==> src/rtl/core/svmie_pkg.sv <==
// package: widths, codes, pool index wrap table and field conversions for the stack machine
`default_nettype none

package svmie_pkg;

	localparam int STACK_DEPTH = 512;
	localparam int POOL_DEPTH = 256;
	localparam int WORD_BITS = 32;

	localparam int FIELD_BITS = 32;
	localparam int ACTION_BITS = 3;
	localparam int STATUS_BITS = 3;
	localparam int PIDX_IN_BITS = 8;
	localparam int POOL_IN_DEPTH = 1 << PIDX_IN_BITS;

	localparam int CNT_BITS = $clog2(STACK_DEPTH + 1);
	localparam int SADDR_BITS = $clog2(STACK_DEPTH);
	localparam int PADDR_BITS = $clog2(POOL_DEPTH);

	localparam int MUL_DIGIT = 8;
	localparam int MUL_STEPS = (WORD_BITS + MUL_DIGIT - 1) / MUL_DIGIT;
	localparam int STEP_BITS = $clog2(WORD_BITS + 1);

	typedef logic [WORD_BITS-1:0] word_t;
	typedef logic [CNT_BITS-1:0] count_t;
	typedef logic [SADDR_BITS-1:0] saddr_t;
	typedef logic [PADDR_BITS-1:0] paddr_t;
	typedef logic [STEP_BITS-1:0] step_t;

	typedef enum logic [ACTION_BITS-1:0] {
		ACT_HALT   = 3'd0,
		ACT_PUSH   = 3'd1,
		ACT_ADD    = 3'd2,
		ACT_SUB    = 3'd3,
		ACT_MUL    = 3'd4,
		ACT_DIV    = 3'd5,
		ACT_STORE  = 3'd6,
		ACT_POOLWR = 3'd7
	} action_t;

	typedef enum logic [STATUS_BITS-1:0] {
		ST_OK    = 3'd0,
		ST_HALT  = 3'd1,
		ST_OVER  = 3'd2,
		ST_UNDER = 3'd3,
		ST_DIVZ  = 3'd4
	} status_t;

	typedef struct packed {
		logic start;
		logic is_div;
	} md_req_t;

	typedef paddr_t pool_wrap_t [POOL_IN_DEPTH];

	function automatic pool_wrap_t build_pool_wrap();
		pool_wrap_t t;
		for (int i = 0; i < POOL_IN_DEPTH; i++) begin
			t[i] = PADDR_BITS'(i % POOL_DEPTH);
		end
		return t;
	endfunction

	localparam pool_wrap_t POOL_WRAP = build_pool_wrap();

	function automatic word_t from_field(input logic signed [FIELD_BITS-1:0] v);
		return word_t'(v);
	endfunction

	function automatic logic [FIELD_BITS-1:0] to_field(input word_t w);
		return FIELD_BITS'(w);
	endfunction

endpackage

`default_nettype wire

==> src/rtl/core/svmie_muldiv.sv <==
// iterative multiplier (one digit per cycle) and restoring signed divider (one bit per cycle)
`default_nettype none

module svmie_muldiv (
	input  logic               clk,
	input  logic               arst_n,
	input  svmie_pkg::md_req_t req,
	input  svmie_pkg::word_t   a,
	input  svmie_pkg::word_t   b,
	output logic               done,
	output svmie_pkg::word_t   result
);
	import svmie_pkg::*;

	logic busy_q;
	logic done_q;
	logic is_div_q;
	logic neg_q;
	step_t cnt_q;
	word_t acc_q;
	word_t mcand_q;
	word_t mplier_q;
	word_t rem_q;
	word_t quo_q;
	word_t dvs_q;

	logic [MUL_DIGIT-1:0] digit;
	word_t mul_part;
	logic [WORD_BITS:0] rem_sh;
	logic [WORD_BITS:0] diff;
	step_t last;
	word_t mag_a;
	word_t mag_b;

	assign digit = mplier_q[MUL_DIGIT-1:0];
	assign mul_part = mcand_q * word_t'(digit);
	assign rem_sh = {rem_q, quo_q[WORD_BITS-1]};
	assign diff = rem_sh - {1'b0, dvs_q};
	assign last = is_div_q ? STEP_BITS'(WORD_BITS - 1) : STEP_BITS'(MUL_STEPS - 1);
	assign mag_a = a[WORD_BITS-1] ? (word_t'(0) - a) : a;
	assign mag_b = b[WORD_BITS-1] ? (word_t'(0) - b) : b;

	always_ff @(posedge clk or negedge arst_n) begin
		if (!arst_n) begin
			busy_q <= 1'b0;
			done_q <= 1'b0;
		end else begin
			done_q <= 1'b0;
			if (req.start) begin
				busy_q <= 1'b1;
			end else if (busy_q && cnt_q == last) begin
				busy_q <= 1'b0;
				done_q <= 1'b1;
			end
		end
	end

	always_ff @(posedge clk) begin
		if (req.start) begin
			cnt_q <= '0;
			is_div_q <= req.is_div;
			neg_q <= a[WORD_BITS-1] ^ b[WORD_BITS-1];
			acc_q <= '0;
			mcand_q <= a;
			mplier_q <= b;
			rem_q <= '0;
			quo_q <= mag_a;
			dvs_q <= mag_b;
		end else if (busy_q) begin
			cnt_q <= cnt_q + step_t'(1);
			if (is_div_q) begin
				if (!diff[WORD_BITS]) begin
					rem_q <= diff[WORD_BITS-1:0];
					quo_q <= {quo_q[WORD_BITS-2:0], 1'b1};
				end else begin
					rem_q <= rem_sh[WORD_BITS-1:0];
					quo_q <= {quo_q[WORD_BITS-2:0], 1'b0};
				end
			end else begin
				acc_q <= acc_q + mul_part;
				mcand_q <= mcand_q << MUL_DIGIT;
				mplier_q <= mplier_q >> MUL_DIGIT;
			end
		end
	end

	assign done = done_q;
	assign result = is_div_q ? (neg_q ? (word_t'(0) - quo_q) : quo_q) : acc_q;

endmodule

`default_nettype wire

==> config.mk <==
export PLATFORM = sky130hd
export DESIGN_NAME = svmie_muldiv
export DESIGN_NICKNAME = d
export VERILOG_FILES = /design/src/rtl/core/svmie_pkg.sv /design/src/rtl/core/svmie_muldiv.sv
export SDC_FILE = /design/constraint.sdc
export NUM_CORES = 1
export LEC_CHECK = 0
export BUFFER_PORTS_ARGS = -buffer_cell sky130_fd_sc_hd__clkbuf_2
export CORE_AREA = 2 2 186 188
export CTS_CLUSTER_DIAMETER = 80
export DETAILED_ROUTE_END_ITERATION = 16
export DIE_AREA = 0 0 188 190
export PLACE_DENSITY = 0.78
export SETUP_SLACK_MARGIN = 0.15
export SYNTH_ARGS = -nofsm -noshare
export SYNTH_HDL_FRONTEND = slang
export SYNTH_SLANG_ARGS = --single-unit
==> constraint.sdc <==
create_clock -name clk -period 4.9 [get_ports clk]
set_input_delay 0.245 -clock clk [delete_from_list [all_inputs] [get_ports clk]]
set_output_delay 0.245 -clock clk [all_outputs]
set_load 0.05 [all_outputs]
# Yosys cells after proc, flatten, opt, wreduce, memory -nomap -nowiden
# Cells that the tools add are included.
dict set report classes {
  n_bitwise 2
  multipliers 1
  n_reduce_logical 8
  n_addsub 6
  n_eq_ne 2
  n_mux 20
}
# cell n
set op_table {}
lappend op_table {{$mux W32} 13}
lappend op_table {{$sub A1 B32 Y32 const A} 3}
lappend op_table {{$sub A33 B32 Y33} 1}
lappend op_table {{$add A32 B32 Y32} 1}
lappend op_table {{$mul A32 B8 Y32} 1}
lappend op_table {{$mux W31} 1}
lappend op_table {{$reduce_and A2 Y1} 4}
lappend op_table {{$add A6 B1 Y6 const B} 1}
lappend op_table {{$eq A6 B5 Y1} 1}
lappend op_table {{$reduce_bool A2 Y1} 3}
lappend op_table {{$mux W1} 5}
lappend op_table {{$mux W5} 1}
lappend op_table {{$ne A2 B2 Y1 const B} 1}
lappend op_table {{$logic_and A1 B1 Y1} 1}
lappend op_table {{$not A1 Y1} 1}
lappend op_table {{$xor A1 B1 Y1} 1}
dict set report totals {
  register_bits 202
  input_bits 68
  output_inout_bits 33
  elab_cells 51
}

# Depth between registers and ports, before layout
# Gate-level depths: netlist of the first run.
dict set report logic_depth {
  depth_word 5
  depth_mapped 21
  mapped_depth_nobuf 20
}

# Worst setup path before layout of the first run
# OpenSTA, ideal clock, no wires.
dict set report synth_timing {
  path_kind {flip-flop to flip-flop}
  from {reg mplier_q[3]}
  to {reg acc_q[28]}
  setup_slack_ns -0.315
  arrival_ns 5.098
  path_stages_with_launch 20
  path_cell_list {edfxtp_1 -> clkbuf_1 -> clkbuf_1 -> and2_1 -> fa_1 -> fa_1 -> fa_1 -> inv_1 -> fa_1 -> inv_1 -> ha_1 -> a21o_1 -> a21o_1 -> a2111oi_0 -> o21bai_1 -> o311ai_1 -> a21oi_1 -> o31a_1 -> xor2_1 -> a22o_1}
}
dict set report synth_between {
  elab_chain_cells 2
}
# item line_no
set synth_rtl {}
lappend synth_rtl {{from (decl)} svmie_muldiv.sv:22} ;# word_t mplier_q;
lappend synth_rtl {{from (signal assigned)} svmie_muldiv.sv:82} ;# mplier_q <= mplier_q >> MUL_DIGIT;
lappend synth_rtl {{$mul A32 B8 Y32} svmie_muldiv.sv:36} ;# assign mul_part = mcand_q * word_t'(digit);
lappend synth_rtl {{$add A32 B32 Y32} svmie_muldiv.sv:80} ;# acc_q <= acc_q + mul_part;
lappend synth_rtl {{to (signal assigned)} svmie_muldiv.sv:80}
lappend synth_rtl {{to (decl)} svmie_muldiv.sv:20} ;# word_t acc_q;
# No other way between the ends.
# A chain may end at the register's enable or synchronous reset.

# Final worst setup path of the first run
dict set report layout_timing {
  from {reg mcand_q[9]}
  to {reg acc_q[29]}
}
dict set report layout_between {
  elab_chain_cells 2
}
# item line_no
set layout_rtl {}
lappend layout_rtl {{from (decl)} svmie_muldiv.sv:21} ;# word_t mcand_q;
lappend layout_rtl {{from (signal assigned)} svmie_muldiv.sv:81} ;# mcand_q <= mcand_q << MUL_DIGIT;
lappend layout_rtl {{$mul A32 B8 Y32} svmie_muldiv.sv:36}
lappend layout_rtl {{$add A32 B32 Y32} svmie_muldiv.sv:80}
# No other way between the ends.

==> flow_summary.toml, run 1 <==
[run]
max_cap_viol_count = 0

[global_route]
grt_pass1_wl_um = 83300
grtUsageTotal = 0.293
antenna_found_initial = 2
grt_max_degree = 88
gr-total-overflow = 0
grt_pass1_vias = 16197

[synthesis]
synth_warnings = 0
yosys.cell_count.top_type = "inv_1"
synth_edf_count = 130
seq_area_frac_synth = 0.281
syn_inst = 2064
ys_ff_latch = 202
yosysTopAreaCell = "edfxtp_1"
muxShareOfSynthArea = 0.0474
synth_top_family_by_area = "adder cells"
synthSimpleGateAreaFrac = 0.162
synth_compound_area_frac = 0.122
syn_nets = 2396
yosys-top-cells-area = "edfxtp_1 (20%), fa_1 (20%), dfxtp_1 (7.3%)"
synth-async-reset-ratio = 0.00990
synth_adder_area_share = 0.247
avgSynthCellArea_um2 = 9.25
synthFlopType = "edfxtp_1"
yosys.cell_types.count = 73
synth_top_area_share = 0.205
netlist_area_mm2 = 0.0191
synthXorXnorAreaFrac = 0.0688
yosys-top-cells-count = "inv_1 (287), nand2_1 (220), fa_1 (187)"

[sta]
hold_violations = 0
slew_headroom = 0.476
fin_hold_ws_ps = 6.16
layout_setup_ws_ps = -238
final.min_clock_period_ps = 5140
setup_viol = 9
period_share = 1.05
finalMaxSlewViolations = 0
rsz0062_at_grt = "true"
fin_skew_ps = 25.2
worstMarginPinSlew_ps = 786
timing.fmax_mhz = 195

[clock_tree]
cts_tree = "done"
clk_latency_ps = 560
cts_num_sinks = 202
cts_buffers = 26
cts-root-buf = "clkbuf_16"
cts_buffer_depth = 3
cts_htree_levels = 1
clk_pin_slew_ps = 70

[routing]
routed-via-count = 15865
wl_um = 52400
ant_nets = 0
routedWlPerCell_um = 19.1
drc = 0
drt-initial-drc-count = 1239
drt_pass1_iterations = 5
viasPerCell = 5.79

[power_and_ir_drop]
clkPwrFrac = 0.124
seq_power_share = 0.132
p_total_mw = 17.1
power_density_mw_per_mm2 = 759
intPower_mw = 9.18
peakVddDrop_v = 0.000718
switching_share = 0.462
switchingPower_mw = 7.88
combPwrFrac = 0.743
p_leak_nw = 10.0

[finish]
multi_input_comb_area_mm2 = 0.0128
fill_cells = 2569
syn_to_final_growth_pct = 17.7
layoutNonFillerInstCount = 2742
nets = 2597
drive_above_1_share = 0.186
postLayoutCoreUtil = 0.662
regArea_mm2 = 0.00536
finalInstanceArea_mm2 = 0.0225

[critical_path]
critPathLaunchType = "register"
critPathKind = "reg -> reg"
cp_max_fo = 8
worstSetupEndpointType = "register"
worstPathRequired_ps = 5340
cpMostUsedCell = "fa_1"
cp_cell_sequence = "and2_4 -> fa_1 -> fa_1 -> fa_1 -> fa_1 -> ha_4 -> buf_4 -> nand4_1 -> a211oi_2 -> o31ai_4 -> a21oi_2 -> a211oi_2 -> buf_4 -> a21oi_4 -> a21bo_1 -> a211oi_2 -> o41ai_1"
crit_slowest_cell = "fa_1"
cp_data_arrival_time_ps = 5580
max_stage_delay_ps = 630

[floorplanning]
dieArea_mm2 = 0.0357
initial_utilization = 0.562
die_h_um = 190
row_count = 68
die_w_um = 188
core-area_mm2 = 0.0339
num_io_pins = 101

[placed_design]
place.gp.congestion = 0.950
place_hpwl_um = 38100
place_area_mm2 = 0.0209
dp.cells = 2660
port_buffers = 100

[status]
status = "finished, violations left"
violations = "negative setup slack"

[worst_hold_path]
hold_class = "in -> async"
==> per-layer routing <==
layer | wire [um] | track usage
met4 | 2110 | 0.113
met2 | 24800 | 0.486
met1 | 20900 | 0.375
met5 | 0 | 0
met3 | 4570 | 0.0673
==> layout make-up <==
class | count | area share
Inverter | 288 | 0.0481
Clock inverter | 13 | 0.00953
Sequential cell | 202 | 0.238
Clock buffer | 35 | 0.0323
Antenna cell | 2 | 0.000223
Multi-Input combinational cell | 1493 | 0.569
Timing Repair Buffer | 254 | 0.0769
Tap cell | 455 | 0.0253
==> logic make-up (layout without fill, tap and decap cells) <==
kind of cell | after synthesis | after routing
adder cells (fa/ha/maj) | 264 | 264
AO/OA/AOI/OAI | 371 | 371
XOR/XNOR | 150 | 150
buffers and inverters | 369 | 590
multiplexers | 84 | 84
AND/OR/NAND/NOR | 624 | 624
other | 0 | 2
flip-flops | 202 | 202
==> worst max-delay path: cells and delay by family (launching register included) <==
family | cells | cell delay [ps]
adder cells (fa/ha/maj) | 5 | 2400
AO/OA/AOI/OAI | 8 | 1430
flip-flops | 1 | 520
AND/OR/NAND/NOR | 2 | 350
buffers and inverters | 2 | 310
==> flip-flops by register name, summed over array words and instances (netlist names) <==
name      cells
acc_q        32
busy_q        1
cnt_q         6
done          1
dvs_q        32
is_div_q      1
mcand_q      32
mplier_q     32
neg_q         1
quo_q        32
rem_q        32
==> power groups by stage <==
stage	combinational, mW	clock [mW]	sequential [mW]
finish	12.7	2.12	2.26
global route	14.0	2.21	2.28
CTS	11.4	2.14	2.26
detailed placement	10.8	0	2.30
global placement	10.5	0	2.29
floorplan	7.84	0	2.23
==> through the flow <==
| stage | setup TNS [ps] | setup WS (ps) |
|---|---|---|
| 4_1_cts | -1320 | -210 |
| 3_3_place_gp | -1130 | -257 |
| 3_5_place_dp | -1610 | -341 |
| 6_report | -1370 | -238 |
| 5_1_grt | -3150 | -380 |
| 2_1_floorplan | 0 | 55.2 |
==> layout by cell type, fill, tap and decap left out, types with 78 or more instances in the layout <==
| cell type | n |
|---|---|
| a21oi_1 | 110 |
| clkbuf_2 | 98 |
| buf_4 | 134 |
| edfxtp_1 | 130 |
| and2_1 | 148 |
| nand2_1 | 218 |
| fa_1 | 183 |
| nor2_1 | 118 |
| xor2_1 | 78 |
| inv_1 | 282 |
==> what timing repair did <==
item / 4_1_cts / 5_1_grt
pin swaps: 9 / 24
endpoints found under the setup margin: 14 / 21
hold buffers: 5 / 0
buffers inserted: 15 / 12
endpoints found under the hold margin: 7 / 0
resized for setup: 30 / 50
==> final timing paths <==
kind | start | slack (ps) | cells after the start | end
max | mcand_q[9]$_DFFE_PP_ | -240 | 17 | acc_q[29]$_SDFFE_PP0P_
min | arst_n | 6 | 2 | done$_DFF_PN0_
max reg2reg | mcand_q[9]$_DFFE_PP_ | -240 | 17 | acc_q[29]$_SDFFE_PP0P_
min reg2reg | rem_q[6]$_SDFFE_PP0P_ | 470 | 2 | rem_q[6]$_SDFFE_PP0P_
max in group asynchronous | arst_n | 4800 | 2 | busy_q$_DFFE_PN0P_
min in group clk | b[29] | 30 | 2 | mplier_q[29]$_SDFFCE_PN0P_
(Power assumes the default switching activity.)
==> run 2: changes to the inputs <==
RECOVER_POWER = 100   (was default)
==> run 2 against run 1 <==
Effect of this change:
- the flow still finishes with violations (negative setup slack)
- sequential power hardly changed
- clock skew hardly changed
- cell count stayed put
- via count hardly changed
- routed wire length hardly changed
- critical path depth stayed put
- non-clock buffer count stayed put
- setup slack better by 1.1 ps
- first-iteration DRC count stayed put
- combinational power hardly changed
- total power stayed put
- count of clock-buffer cells in the layout stayed put
==> flow_summary.toml, run 2 (same netlist as run 1, synthesis figures left out) <==
[placed_design]
place.gp.congestion = 0.950
port_buffers = 100
place_area_mm2 = 0.0209
place_hpwl_um = 38100
dp.cells = 2660

[finish]
multi_input_comb_area_mm2 = 0.0128
postLayoutCoreUtil = 0.662
fill_cells = 2570
drive_above_1_share = 0.186
nets = 2597
layout_common_cells = "inv_1 (282), nand2_1 (218), fa_1 (183)"
regArea_mm2 = 0.00536
final_common_cell = "inv_1"
finalInstanceArea_mm2 = 0.0225
layoutNonFillerInstCount = 2742
syn_to_final_growth_pct = 17.7

[critical_path]
cp_max_fo = 8
path_delay_family = "adder cells"
crit_buf_inv = 2
worstSetupEndpointType = "register"
timing.rr.start = "mcand_q[9]$_DFFE_PP_"
cp_cell_sequence = "and2_4 -> fa_1 -> fa_1 -> fa_1 -> fa_1 -> ha_4 -> buf_4 -> nand4_1 -> a211oi_2 -> o31ai_4 -> a21oi_2 -> a211oi_2 -> buf_4 -> a21oi_4 -> a21bo_1 -> a211oi_2 -> o41ai_1"
crit_slowest_cell = "fa_1"
cpMostUsedCell = "fa_1"
rr_endpoint = "acc_q[29]$_SDFFE_PP0P_"
max_stage_delay_ps = 630
critPathKind = "reg -> reg"
cp_data_arrival_time_ps = 5580
rrSetupSlack_ps = -240
worstPathRequired_ps = 5340
critPathLaunchType = "register"
reg2reg_depth = 17

[clock_tree]
cts_htree_levels = 1
cts-root-buf = "clkbuf_16"
clk_pin_slew_ps = 70
clk_latency_ps = 560
cts_buffers = 26
cts_buffer_depth = 3
cts_tree = "done"
cts_num_sinks = 202

[global_route]
grt-busiest-layer = "met2"
antenna_found_initial = 2
grt_pass1_vias = 16197
grt_max_degree = 88
grt.met2_usage = 0.486
grt_pass1_wl_um = 83300
met1_usage = 0.375
grtUsageTotal = 0.293
gr-total-overflow = 0
grtUsageMet3 = 0.0673

[routing]
drt-initial-drc-count = 1239
drt_pass1_iterations = 5
wl_um = 52400
routedWlPerCell_um = 19.1
ant_nets = 0
viasPerCell = 5.79
routed-via-count = 15874
drc = 0

[run]
max_cap_viol_count = 0

[sta]
rsz0062_at_grt = "true"
worstMarginPinSlew_ps = 786
setup_viol = 9
fin_skew_ps = 25.1
period_share = 1.05
timing.fmax_mhz = 195
final.min_clock_period_ps = 5140
finalMaxSlewViolations = 0
layout_setup_ws_ps = -237
slew_headroom = 0.476
hold_violations = 0
fin_hold_ws_ps = 2.90

[power_and_ir_drop]
p_total_mw = 17.1
p_leak_nw = 10.0
peakVddDrop_v = 0.000718
power_density_mw_per_mm2 = 759

[status]
violations = "negative setup slack"
status = "finished, violations left"

[floorplanning]
num_io_pins = 101
die_w_um = 188
core-area_mm2 = 0.0339
row_count = 68
initial_utilization = 0.562
die_h_um = 190
dieArea_mm2 = 0.0357

[worst_hold_path]
hold_class = "in -> async"
-- run 2: cell count changes in the layout (fill, tap and decap cells not counted) --
cell	delta
clkbuf_2	-1
clkbuf_1	+1
-- run 2: cell type report --
class / count / share of cell area
tap: 455 / 0.0253
sequential: 202 / 0.238
clock buffer: 35 / 0.0323
clock inverter: 13 / 0.00953
timing repair buffer: 254 / 0.0769
inverter: 288 / 0.0481
multi-input combinational: 1493 / 0.569
antenna: 2 / 0.000223
-- run 2: power breakdown --
group | leakage (nW) | internal [mW] | switching, mW
Clock | 0.454 | 1.30 | 0.816
Sequential | 1.91 | 2.08 | 0.180
Combinational | 7.67 | 5.79 | 6.89
Total | 10.0 | 9.18 | 7.88
-- run 2: routing by layer --
metal	up-vias	part of all wire
met4	0	0.040
met3	147	0.087
li1	7256	-
met5	-	0
met2	626	0.47
met1	7845	0.40
-- run 2: worst max path at each step --
| stage | start | to | cells past startpoint |
|---|---|---|---|
| 2_1_floorplan | mplier_q[6]$_DFFE_PP_ | acc_q[28]$_SDFFE_PP0P_ | 18 |
| 3_3_place_gp | mplier_q[5]$_DFFE_PP_ | acc_q[28]$_SDFFE_PP0P_ | 19 |
| 3_5_place_dp | mplier_q[5]$_DFFE_PP_ | acc_q[28]$_SDFFE_PP0P_ | 19 |
| 4_1_cts | mcand_q[8]$_DFFE_PP_ | acc_q[28]$_SDFFE_PP0P_ | 21 |
| 5_1_grt | mcand_q[9]$_DFFE_PP_ | acc_q[29]$_SDFFE_PP0P_ | 19 |
| 6_report | mcand_q[9]$_DFFE_PP_ | acc_q[29]$_SDFFE_PP0P_ | 17 |
-- run 2: timing repair --
action	CTS	global route
pin swaps	9	24
setup endpoints to repair	14	21
gates resized for setup	30	50
endpoints found under the hold margin	7	0
buffers inserted	15	12
hold buffers	5	0
-- run 2: through the flow --
| stage | setup WS [ps] | setup TNS [ps] |
|---|---|---|
| after floorplan | 55.2 | 0 |
| after global placement | -257 | -1130 |
| after detailed placement | -341 | -1610 |
| after CTS | -210 | -1320 |
| after global routing | -380 | -3150 |
| final | -237 | -1380 |
==> run 3: changes to the inputs <==
CELL_PAD_IN_SITES_DETAIL_PLACEMENT = 1   (was default)
CELL_PAD_IN_SITES_GLOBAL_PLACEMENT = 2   (was default)
CORE_AREA = 2 2 234 236   (was 2 2 186 188)
DIE_AREA = 0 0 236 238   (was 0 0 188 190)
PLACE_DENSITY = default   (was 0.78)
PLACE_DENSITY_LB_ADDON = 0.1   (was default)
==> run 3 against run 2 <==
Effect of this change:
- the run ends with max-capacitance violations, max-slew violations, negative setup slack left
- setup slack gained 110 ps
- first-iteration DRC count shrank 35%
- sequential power is essentially flat
- worst hold slack gained 20 ps
- clock power is essentially flat
- critical path type unchanged
- largest power group unchanged
- highest routed layer is now met5
==> flow_summary.toml, run 3 (same netlist as run 1, synthesis figures left out) <==
[floorplanning]
core-area_mm2 = 0.0535
die_h_um = 238
dieArea_mm2 = 0.0562
die_w_um = 236
num_io_pins = 101
initial_utilization = 0.357
row_count = 85

[sta]
final.min_clock_period_ps = 5030
slew_headroom = -1.25
period_share = 1.03
setup_tns_ps = -693
finalMaxSlewViolations = 157
layout_setup_ws_ps = -130
hold_violations = 0
worstMarginPinSlew_ps = 3370
timing.fmax_mhz = 199
fin_skew_ps = 14.4
setup_viol = 9
rsz0062_at_grt = "true"

[routing]
drt-initial-drc-count = 806
routedWlPerCell_um = 19.8
drc = 0
viasPerCell = 5.11
routed-via-count = 15436
ant_nets = 0
wl_um = 59800
drt_pass1_iterations = 5

[global_route]
grtUsageTotal = 0.219
grt_pass1_vias = 17050
grt_pass1_wl_um = 95800
antenna_found_initial = 3
gr-total-overflow = 0
grt_max_degree = 74

[finish]
final_common_cell = "inv_1"
postLayoutCoreUtil = 0.432
drive_above_1_share = 0.186
syn_to_final_growth_pct = 21.0
layout_common_cells = "inv_1 (284), nand2_1 (217), fa_1 (182)"
finalInstanceArea_mm2 = 0.0231
fill_cells = 6199
nets = 2635

[clock_tree]
cts_num_sinks = 202
cts_htree_levels = 1
cts-root-buf = "clkbuf_16"
clk_pin_slew_ps = 60
cts_buffer_depth = 3
clk_latency_ps = 580
cts_tree = "done"
cts_buffers = 28

[power_and_ir_drop]
intPower_mw = 9.80
power_density_mw_per_mm2 = 772
combPwrFrac = 0.755
switching_share = 0.450
p_leak_nw = 10.2
p_total_mw = 17.8
peakVddDrop_v = 0.000679
clkPwrFrac = 0.117
switchingPower_mw = 8.03
seq_power_share = 0.128

[placed_design]
place_ws_ps = -412
place.gp.congestion = 0.817
place_area_mm2 = 0.0214
place_hpwl_um = 45700
port_buffers = 100

[critical_path]
worstSetupEndpointType = "register"
worstPathRequired_ps = 5390
cp_max_fo = 6
critPathKind = "reg -> reg"
critPathLaunchType = "register"
cp_data_arrival_time_ps = 5530

[worst_hold_path]
hold_class = "in -> reg"

[status]
violations = "max-capacitance violations, max-slew violations, negative setup slack"
status = "finished, violations left"

[run]
max_cap_viol_count = 3
==> run 3: changes by cell type in the layout (fill, tap and decap cells not counted), sizes merged, moves of 3 or more <==
cell and change:
clkbuf +14, dlygate4sd3 +5, buf +19, bufinv -3, clkinv +5
==> run 3: path summary, 6_finish.rpt <==
kind	from	end	slack (ps)	cells after the start
min in group asynchronous	arst_n	busy_q$_DFFE_PN0P_	520	3
min reg2reg	acc_q[18]$_SDFFE_PP0P_	acc_q[18]$_SDFFE_PP0P_	470	2
max reg2reg	mcand_q[10]$_DFFE_PP_	acc_q[23]$_SDFFE_PP0P_	-130	20
max in group asynchronous	arst_n	done$_DFF_PN0_	4260	3
max	mcand_q[10]$_DFFE_PP_	acc_q[23]$_SDFFE_PP0P_	-130	20
min	b[14]	dvs_q[14]$_DFFE_PP_	20	2
==> run 3: worst max-delay path, cell delays in order, from the launching register on <==
cell and delay (ps):
edfxtp_1 420, buf_4 200, and2_1 180, fa_1 530, fa_1 540, fa_1 500
inv_1 50, fa_1 470, inv_1 60, ha_4 300, nand4_1 130, a211oi_2 200
o31ai_2 100, buf_4 170, a21oi_4 190, a211oi_4 90, buf_4 150, o21ai_1 160
xor2_1 210, nand2_1 140, o21ai_1 160
==> run 3: metal layers <==
layer | GRT usage | vias to the layer above | routed length (um)
met5 | 0 | - | 22
met4 | 0.0452 | 4 | 1450
met3 | 0.0212 | 72 | 1830
met2 | 0.385 | 231 | 29200
met1 | 0.292 | 7818 | 27300
li1 | - | 7311 | -
==> run 3: repair_timing <==
action,CTS,global route
hold buffers,10,0
setup endpoints to repair,16,21
pin swaps,25,32
gates resized for setup,68,32
endpoints found under the hold margin,13,0
buffers inserted,27,7
==> run 3: layout make-up <==
class | count | area (um2) | area share
repair buffers | 290 | 2030 | 0.0877
well taps | 696 | 871 | 0.0377
inverters | 288 | 1080 | 0.0468
diodes | 2 | 5.00 | 0.000217
clock inverters | 15 | 149 | 0.00644
flip-flops and latches | 202 | 5360 | 0.232
clock buffers | 37 | 776 | 0.0336
multi-input cells | 1493 | 12800 | 0.556
==> run 3: through the flow <==
| stage | std cells | hold WS (ps) |
|---|---|---|
| after global routing | 3022 | 29.5 |
| after global placement | 2925 | 30.0 |
| after detailed placement | 2925 | 31.3 |
| final | 3023 | 23.1 |
| after floorplan | 2064 | -50.6 |
| after CTS | 3014 | 2.59 |
==> run 3: power groups by stage <==
stage	clock, mW	combinational (mW)	sequential (mW)
6_report	2.09	13.5	2.28
5_1_grt	2.20	15.2	2.31
4_1_cts	2.15	13.1	2.28
3_5_place_dp	0	11.5	2.33
3_3_place_gp	0	11.3	2.32
2_1_floorplan	0	7.84	2.23
